### src/design/scs_pkg.sv
package scs_pkg;

  // Milliseconds of audio carried by one frame decision
  localparam logic [15:0] FrameMs = 16'd30;

  // Register reset values
  localparam logic [15:0] MaxChunkMsRst    = 16'd30000;
  localparam logic [15:0] SilenceBoundRst  = 16'd600;
  localparam logic [15:0] MinChunkMsRst    = 16'd300;
  localparam logic [15:0] PeakThresholdRst = 16'd500;

  // Register indexes on the configuration port
  localparam logic [1:0] RegMaxChunk  = 2'd0;
  localparam logic [1:0] RegSilence   = 2'd1;
  localparam logic [1:0] RegMinChunk  = 2'd2;
  localparam logic [1:0] RegPeakThres = 2'd3;

  typedef enum logic [1:0] {
    OpFrame = 2'd0,
    OpFlush = 2'd1,
    OpClear = 2'd2
  } op_e;

  typedef struct packed {
    logic [1:0]  opcode;
    logic        speech;
    logic [15:0] frame_peak;
  } item_t;

  typedef struct packed {
    logic [15:0] chunk_id;
    logic [15:0] length_ms;
    logic        flushed;
  } chunk_t;

  typedef struct packed {
    logic [15:0] chunk_limit_ms;
    logic [15:0] gap_end_ms;
    logic [15:0] voiced_min_ms;
    logic [15:0] peak_threshold;
  } cfg_t;

endpackage

### src/design/speech_chunk_segmenter_core.sv
// Channel | Direction | Handshake             | Payload
// in      | input     | in_valid_i / in_stall_o   | in_data_i  (item_t)
// out     | output    | out_valid_o / out_stall_i | out_data_o (chunk_t)
// cfg     | input     | APB psel/penable/pready   | paddr, pwdata, prdata
//
// One item per cycle sustained while the output does not stall; an item's result reaches the
// output through the input register, then the state update into the result register.
// The rate is set by the state update in the engine.
// Reset clears the segmenter state and loads the register defaults.
// A stalled result holds the input register; a new item is taken once it moves on.
module speech_chunk_segmenter_core (
  input  logic               clk_i,
  input  logic               rst_ni,
  input  logic               in_valid_i,
  output logic               in_stall_o,
  input  scs_pkg::item_t     in_data_i,
  output logic               out_valid_o,
  input  logic               out_stall_i,
  output scs_pkg::chunk_t    out_data_o,
  input  logic               psel,
  input  logic               penable,
  input  logic               pwrite,
  input  logic [3:0]         paddr,
  input  logic [31:0]        pwdata,
  output logic [31:0]        prdata,
  output logic               pready
);
  import scs_pkg::*;

  cfg_t   cfg;
  item_t  in_q;
  logic   in_valid_q, in_valid_d;
  chunk_t out_q, res;
  logic   out_valid_q, out_valid_d;
  logic   res_valid, out_free, adv, accept;

  scs_cfg_regs u_cfg (
    .clk_i   (clk_i),
    .rst_ni  (rst_ni),
    .psel    (psel),
    .penable (penable),
    .pwrite  (pwrite),
    .paddr   (paddr),
    .pwdata  (pwdata),
    .prdata  (prdata),
    .pready  (pready),
    .cfg_o   (cfg)
  );

  // Advance the held item when the result register can take its result
  assign out_free   = !out_valid_q || !out_stall_i;
  assign adv        = in_valid_q && out_free;
  assign in_stall_o = in_valid_q && !out_free;
  assign accept     = in_valid_i && !in_stall_o;

  scs_engine u_engine (
    .clk_i       (clk_i),
    .rst_ni      (rst_ni),
    .step_i      (adv),
    .item_i      (in_q),
    .cfg_i       (cfg),
    .res_valid_o (res_valid),
    .res_o       (res)
  );

  // Input register
  assign in_valid_d = accept || (in_valid_q && !adv);

  always_ff @(posedge clk_i or negedge rst_ni) begin
    if (!rst_ni) begin
      in_valid_q <= 1'b0;
    end else begin
      in_valid_q <= in_valid_d;
    end
  end

  always_ff @(posedge clk_i) begin
    if (accept) begin
      in_q <= in_data_i;
    end
  end

  // Result register
  assign out_valid_d = out_free ? (adv && res_valid) : out_valid_q;

  always_ff @(posedge clk_i or negedge rst_ni) begin
    if (!rst_ni) begin
      out_valid_q <= 1'b0;
    end else begin
      out_valid_q <= out_valid_d;
    end
  end

  always_ff @(posedge clk_i) begin
    if (out_free && adv && res_valid) begin
      out_q <= res;
    end
  end

  assign out_valid_o = out_valid_q;
  assign out_data_o  = out_q;

  // A new result only appears after an item advanced
  a_res_from_adv: assert property (@(posedge clk_i) disable iff (!rst_ni)
    $rose(out_valid_q) |-> $past(adv))
    else $error("result appeared without an advancing item");

  // A held item is kept intact while the output stalls
  a_hold_item: assert property (@(posedge clk_i) disable iff (!rst_ni)
    in_stall_o |=> in_valid_q && $stable(in_q))
    else $error("held item lost while stalled");

  // Frame-ended chunks are never marked final
  a_frame_not_final: assert property (@(posedge clk_i) disable iff (!rst_ni)
    adv && res_valid && (in_q.opcode == OpFrame) |=> out_valid_q && !out_q.flushed)
    else $error("frame chunk marked final");

endmodule

### src/design/scs_cfg_regs.sv
module scs_cfg_regs (
  input  logic               clk_i,
  input  logic               rst_ni,
  input  logic               psel,
  input  logic               penable,
  input  logic               pwrite,
  input  logic [3:0]         paddr,
  input  logic [31:0]        pwdata,
  output logic [31:0]        prdata,
  output logic               pready,
  output scs_pkg::cfg_t      cfg_o
);
  import scs_pkg::*;

  cfg_t cfg_q, cfg_d;
  logic wr_en;

  assign pready = 1'b1;
  assign wr_en  = psel & penable & pwrite;

  // Decode the write transfer
  always_comb begin
    cfg_d = cfg_q;
    if (wr_en) begin
      case (paddr[3:2])
        RegMaxChunk:  cfg_d.chunk_limit_ms = pwdata[15:0];
        RegSilence:   cfg_d.gap_end_ms     = pwdata[15:0];
        RegMinChunk:  cfg_d.voiced_min_ms  = pwdata[15:0];
        RegPeakThres: cfg_d.peak_threshold = pwdata[15:0];
        default:      cfg_d = cfg_q;
      endcase
    end
  end

  always_ff @(posedge clk_i or negedge rst_ni) begin
    if (!rst_ni) begin
      cfg_q.chunk_limit_ms <= MaxChunkMsRst;
      cfg_q.gap_end_ms     <= SilenceBoundRst;
      cfg_q.voiced_min_ms  <= MinChunkMsRst;
      cfg_q.peak_threshold <= PeakThresholdRst;
    end else begin
      cfg_q <= cfg_d;
    end
  end

  // Return the addressed register
  always_comb begin
    case (paddr[3:2])
      RegMaxChunk:  prdata = {16'd0, cfg_q.chunk_limit_ms};
      RegSilence:   prdata = {16'd0, cfg_q.gap_end_ms};
      RegMinChunk:  prdata = {16'd0, cfg_q.voiced_min_ms};
      RegPeakThres: prdata = {16'd0, cfg_q.peak_threshold};
      default:      prdata = 32'd0;
    endcase
  end

  assign cfg_o = cfg_q;

endmodule

### src/design/scs_engine.sv
module scs_engine (
  input  logic            clk_i,
  input  logic            rst_ni,
  input  logic            step_i,
  input  scs_pkg::item_t  item_i,
  input  scs_pkg::cfg_t   cfg_i,
  output logic            res_valid_o,
  output scs_pkg::chunk_t res_o
);
  import scs_pkg::*;

  logic [15:0] buf_q, buf_d;
  logic [15:0] sil_q, sil_d;
  logic        utt_q, utt_d;
  logic [15:0] peak_q, peak_d;
  logic [15:0] id_q, id_d;

  logic [16:0] buf_sum, sil_sum;
  logic [15:0] buf_f, sil_f, peak_f, voiced;
  logic        utt_f, hit_max, hit_sil, emit;

  // Frame update ahead of the boundary checks
  always_comb begin
    buf_sum = {1'b0, buf_q} + {1'b0, FrameMs};
    sil_sum = {1'b0, sil_q} + {1'b0, FrameMs};
    buf_f   = buf_sum[16] ? 16'hFFFF : buf_sum[15:0];
    peak_f  = (item_i.frame_peak > peak_q) ? item_i.frame_peak : peak_q;
    utt_f   = utt_q | item_i.speech;
    if (item_i.speech) begin
      sil_f = 16'd0;
    end else if (utt_q) begin
      sil_f = sil_sum[16] ? 16'hFFFF : sil_sum[15:0];
    end else begin
      sil_f = sil_q;
    end
    voiced  = (buf_f > sil_f) ? (buf_f - sil_f) : 16'd0;
    hit_max = utt_f && (buf_f >= cfg_i.chunk_limit_ms);
    hit_sil = utt_f && (sil_f >= cfg_i.gap_end_ms)
              && (voiced >= cfg_i.voiced_min_ms);
  end

  // Next state and the chunk it produces
  always_comb begin
    buf_d  = buf_q;
    sil_d  = sil_q;
    utt_d  = utt_q;
    peak_d = peak_q;
    id_d   = id_q;
    emit   = 1'b0;
    res_o.chunk_id  = id_q;
    res_o.length_ms = buf_q;
    res_o.flushed   = 1'b0;
    if (step_i) begin
      case (op_e'(item_i.opcode))
        OpFrame: begin
          buf_d  = buf_f;
          sil_d  = sil_f;
          utt_d  = utt_f;
          peak_d = peak_f;
          res_o.length_ms = buf_f;
          if (hit_max || hit_sil) begin
            emit   = 1'b1;
            buf_d  = 16'd0;
            sil_d  = 16'd0;
            peak_d = 16'd0;
            id_d   = id_q + 16'd1;
            if (!hit_max) begin
              utt_d = 1'b0;
            end
          end
        end
        OpFlush: begin
          emit   = (buf_q != 16'd0) && (utt_q || (peak_q > cfg_i.peak_threshold));
          buf_d  = 16'd0;
          sil_d  = 16'd0;
          peak_d = 16'd0;
          utt_d  = 1'b0;
          res_o.flushed = 1'b1;
          if (emit) begin
            id_d = id_q + 16'd1;
          end
        end
        OpClear: begin
          buf_d  = 16'd0;
          sil_d  = 16'd0;
          peak_d = 16'd0;
          utt_d  = 1'b0;
          id_d   = 16'd0;
        end
        default: begin
          emit = 1'b0;
        end
      endcase
    end
  end

  assign res_valid_o = emit;

  always_ff @(posedge clk_i or negedge rst_ni) begin
    if (!rst_ni) begin
      buf_q  <= 16'd0;
      sil_q  <= 16'd0;
      utt_q  <= 1'b0;
      peak_q <= 16'd0;
      id_q   <= 16'd0;
    end else begin
      buf_q  <= buf_d;
      sil_q  <= sil_d;
      utt_q  <= utt_d;
      peak_q <= peak_d;
      id_q   <= id_d;
    end
  end

endmodule
### config.mk
export PLATFORM = sky130hd
export DESIGN_NAME = speech_chunk_segmenter_core
export DESIGN_NICKNAME = d
export VERILOG_FILES = /design/src/design/scs_pkg.sv /design/src/design/speech_chunk_segmenter_core.sv /design/src/design/scs_cfg_regs.sv /design/src/design/scs_engine.sv
export SDC_FILE = /design/constraint.sdc
export NUM_CORES = 1
export LEC_CHECK = 0
export BUFFER_PORTS_ARGS = -buffer_cell sky130_fd_sc_hd__buf_2
export CORE_ASPECT_RATIO = 0.5
export CORE_UTILIZATION = 55
export CTS_CLUSTER_SIZE = 24
export DETAILED_ROUTE_END_ITERATION = 12
export GPL_TIMING_DRIVEN = 0
export PLACE_DENSITY = 0.74
export REMOVE_ABC_BUFFERS = 1
export SLEW_MARGIN = 20
export SYNTH_ARGS = -nofsm -noshare
export SYNTH_HDL_FRONTEND = slang
export SYNTH_SLANG_ARGS = --single-unit
### constraint.sdc
create_clock -name clk_i -period 7.6 [get_ports clk_i]
set_input_delay 0.76 -clock clk_i [delete_from_list [all_inputs] [get_ports clk_i]]
set_output_delay 0.76 -clock clk_i [all_outputs]
set_load 0.03 [all_outputs]
==> flow_summary.yaml <==
timing:
  hold_viol_final: 0
  maxSlewHeadroom: 0.299
  tightestPinTransition_ps: 1050
  setup_repair_after_global_routing_missed_its_margin: "false"
  timing_max_transition_violations_final: 0
  clock.fmax_ghz: 0.141
  finalSetupViolations: 0
  clock_skew_ps: 10.1
  period_needed_ps: 7070
  min_period_over_period: 0.931
floorplan:
  die_x_um: 203
  placeableCoreArea_um2: 19600
  floorplan.initialDensity: 0.566
  floorplan.rows: 36
  ioPinCount: 130
  die-height_um: 102
  die_area_um2: 20800
clocking:
  tritoncts: "yes"
  cts_hold_buffers: 0
  cts_root_buffer: "clkbuf_16"
  max-clock-path-buffers: 2
  htreeDepth: 4
  clkSlewWorstSetupHoldPaths_ps: 70
  cts_sinks: 183
  clock_latency_ps: 440
  tritoncts.num_buffers: 17
logic_synthesis:
  ys_seq_area_frac: 0.439
  synth_cell_type_count: 68
  synth_warnings: 0
  dominantRegCellSynth: "dfrtp_1"
  synth_area_um2: 11100
  ys_async_sr_fraction: 0.716
  synth_enable_flop_cells: 52
  postSynthAreaPerCell_um2: 10.1
  syn_inst: 1098
  ys_ff_latch: 183
routing:
  postRouteWirelength_mm: 27.3
  post-route-drc-count: 0
  postRouteAntennaNets: 0
  routed_via_density: 5.90
  detailroute.via_count: 8565
  detail_route.first_pass.iterations: 5
  initialDrtViolationCount: 522
  detail_route.wl_per_cell_um: 18.8
placed_design:
  placement.io_buffers: 94
  dpl_cell_area_um2: 11800
  replace_congestion: 0.886
  place_hpwl_mm: 20.0
power_and_ir_drop:
  ir_drop_mv: 0.267
  power_mw: 4.68
  p_per_area_nw_per_um2: 378
  p_leak_nw: 5.61
final_layout:
  final_design_area_no_fill_um2: 12400
  final_layout_size_suffix_gt1_frac: 0.188
  filler_cells: 1584
  area_growth_syn_to_layout_pct: 11.5
  antenna-diode-count: 0
  final_net_count: 1339
critical_path:
  crit_path_start_kind: "flop"
  cpPeakStageDelay_ps: 620
  cp.arrival_ps: 7260
  timing_worst_setup_path_type: "reg2reg"
  cp_num_buf_inv: 2
  critical_path_required_ps: 7790
  worst_setup_path_startpoint: "u_engine.sil_q[7]"
  timing.critical_path.fanout_max: 23
  endpoint_kind: "flop"
  r2r_startpoint: "u_engine.sil_q[7]"
  critical_path.top_delay_family: "compound AO/OA/AOI/OAI gates"
  cp_slowest_cell: "a311oi_1"
grt:
  grt_util_all_layers: 0.271
  grt_pass1_vias: 8221
  grt-ovfl-total: 0
  grt_start_max_net_pins: 83
  first_pass_grt_wire_length_mm: 42.8
  grt_antenna_before_repair: 0
run_status:
  outcome: "finished, final reports clean"
min_path:
  worst_hold_path_type: "in2async"
flow_run:
  maxCapViolCount: 0
-- placed cells by master (no fill, tap or decap), types with 21 or more instances in the layout --
| cell | n |
|---|---|
| dfrtp_1 | 110 |
| nor2_1 | 60 |
| o21ai_0 | 80 |
| ha_1 | 104 |
| a21oi_1 | 47 |
| inv_1 | 112 |
| nand2_1 | 93 |
| dfstp_2 | 21 |
| buf_2 | 93 |
| nor2b_1 | 21 |
| mux2_2 | 35 |
| nand3_1 | 24 |
| a22o_1 | 51 |
| edfxtp_1 | 52 |
-- cells in the mapped netlist, types with 3 or more instances --
cell type / count / area (um2)
edfxtp_1: 52 / 1560
o21a_1: 10 / 75.1
mux2_2: 35 / 394
nand4_1: 18 / 113
nand3_1: 25 / 125
and3_1: 16 / 100
xnor2_1: 10 / 87.6
xor2_1: 14 / 123
buf_4: 18 / 135
nand2_1: 93 / 349
a221oi_1: 3 / 26.3
a21oi_1: 48 / 240
and2_1: 3 / 18.8
nor4_1: 5 / 31.3
clkbuf_1: 30 / 113
a31oi_1: 19 / 119
a211oi_1: 10 / 75.1
buf_2: 8 / 40.0
or2_2: 5 / 31.3
inv_1: 112 / 420
buf_1: 4 / 15.0
o21bai_1: 5 / 37.5
o211ai_1: 5 / 37.5
a21o_1: 6 / 45.0
ha_1: 104 / 1300
dfrtp_1: 110 / 2750
o21ai_0: 81 / 405
dfstp_2: 21 / 552
a22o_1: 52 / 455
nor2b_1: 21 / 131
nand2b_1: 11 / 68.8
nor3_1: 17 / 85.1
mux4_2: 16 / 360
nor2_1: 61 / 229
nor3b_1: 3 / 22.5
mux2i_1: 3 / 30.0
or3_1: 4 / 25.0
-- flip-flops by register name, indices dropped and copies added, names as in the netlist --
register         flops
in_q                19
in_valid_q           1
out_data_o          33
out_valid_o          1
u_cfg.cfg_o         64
u_engine.buf_q      16
u_engine.id_q       16
u_engine.peak_q     16
u_engine.sil_q      16
u_engine.utt_q       1
-- report_power, final --
part / internal [mW] / switching [mW] / total (mW)
combinational: 1.02 / 1.42 / 2.44
clock: 0.448 / 0.384 / 0.832
sequential: 1.23 / 0.168 / 1.40
total: 2.70 / 1.98 / 4.68
-- worst register-to-register path, stage by stage, from the launching register on --
cell,delay (ps)
dfrtp_1,400
and3_1,240
and4_1,280
nand3_1,130
nor2_1,220
nand2_1,150
a311oi_1,620
inv_1,110
ha_1,350
nor2b_1,170
o21a_1,170
o21ai_0,240
a21oi_1,180
o21ai_0,360
o21ai_0,220
a31oi_4,480
nor3_1,110
ha_1,310
a21o_1,180
a221oi_1,290
nand2_1,90
o21a_1,210
o32ai_2,440
a21oi_2,270
nand2_1,200
o21ai_4,170
buf_16,210
-- what timing repair did --
item | CTS | global route
endpoints found under the setup margin | 16 | 66
buffers inserted | 0 | 0
gates resized for setup | 3 | 5
hold endpoints to repair | 0 | 0
cloned | 0 | 1
pin swaps | 0 | 1
-- layout make-up --
cell class,instances,area [um2],area share
Inverter,112,420,0.0340
Multi-Input combinational cell,758,5640,0.456
Sequential cell,183,4870,0.393
Tap cell,266,333,0.0269
Clock buffer,19,433,0.0350
Clock inverter,13,109,0.00880
Timing Repair Buffer,100,573,0.0463
-- cells by family (layout without fill, tap and decap cells) --
group                    after synthesis  after routing  synth area share
AND/OR/NAND/NOR                      290            290             0.126
buffers and inverters                173            244            0.0662
flip-flops                           183            183             0.439
other                                  2             17          0.000677
multiplexers                          54             54            0.0707
XOR/XNOR                              24             24            0.0189
AO/OA/AOI/OAI                        267            268             0.160
adder cells (fa/ha/maj)              105            105             0.119
-- stage by stage --
step                std cells  setup TNS, ps  hold slack [ps]  setup WS [ps]  utilization
CTS                      1450              0              227            110        0.630
global route             1451              0              244           68.3        0.631
finish                   1451              0              213            528        0.631
floorplan                1052              0              464            370            -
global placement         1412         -97190              476          -1790        0.594
detailed placement       1418          -4870              489           -313        0.601
-- layer usage --
| layer | GRT usage | vias to the layer above | share of wire |
|---|---|---|---|
| met5 | 0 | - | 0 |
| met4 | 0.0810 | 0 | 0.016 |
| met3 | 0.0724 | 25 | 0.067 |
| met2 | 0.435 | 246 | 0.46 |
| met1 | 0.364 | 4226 | 0.46 |
| li1 | - | 4068 | - |
-- final timing paths --
path / to / slack, ps / depth (start not counted)
worst max-delay path: out_data_o[7] / 530 / 26
worst min-delay path: u_engine.id_q[12] / 210 / 1
worst max register to register: out_data_o[7] / 530 / 26
worst min register to register: u_engine.peak_q[2] / 500 / 1
max in group asynchronous: u_cfg.cfg_o[21] / 6590 / 2
min in group clk_i: in_q[17] / 500 / 1
No activity file was read; power rests on OpenSTA's default activity.
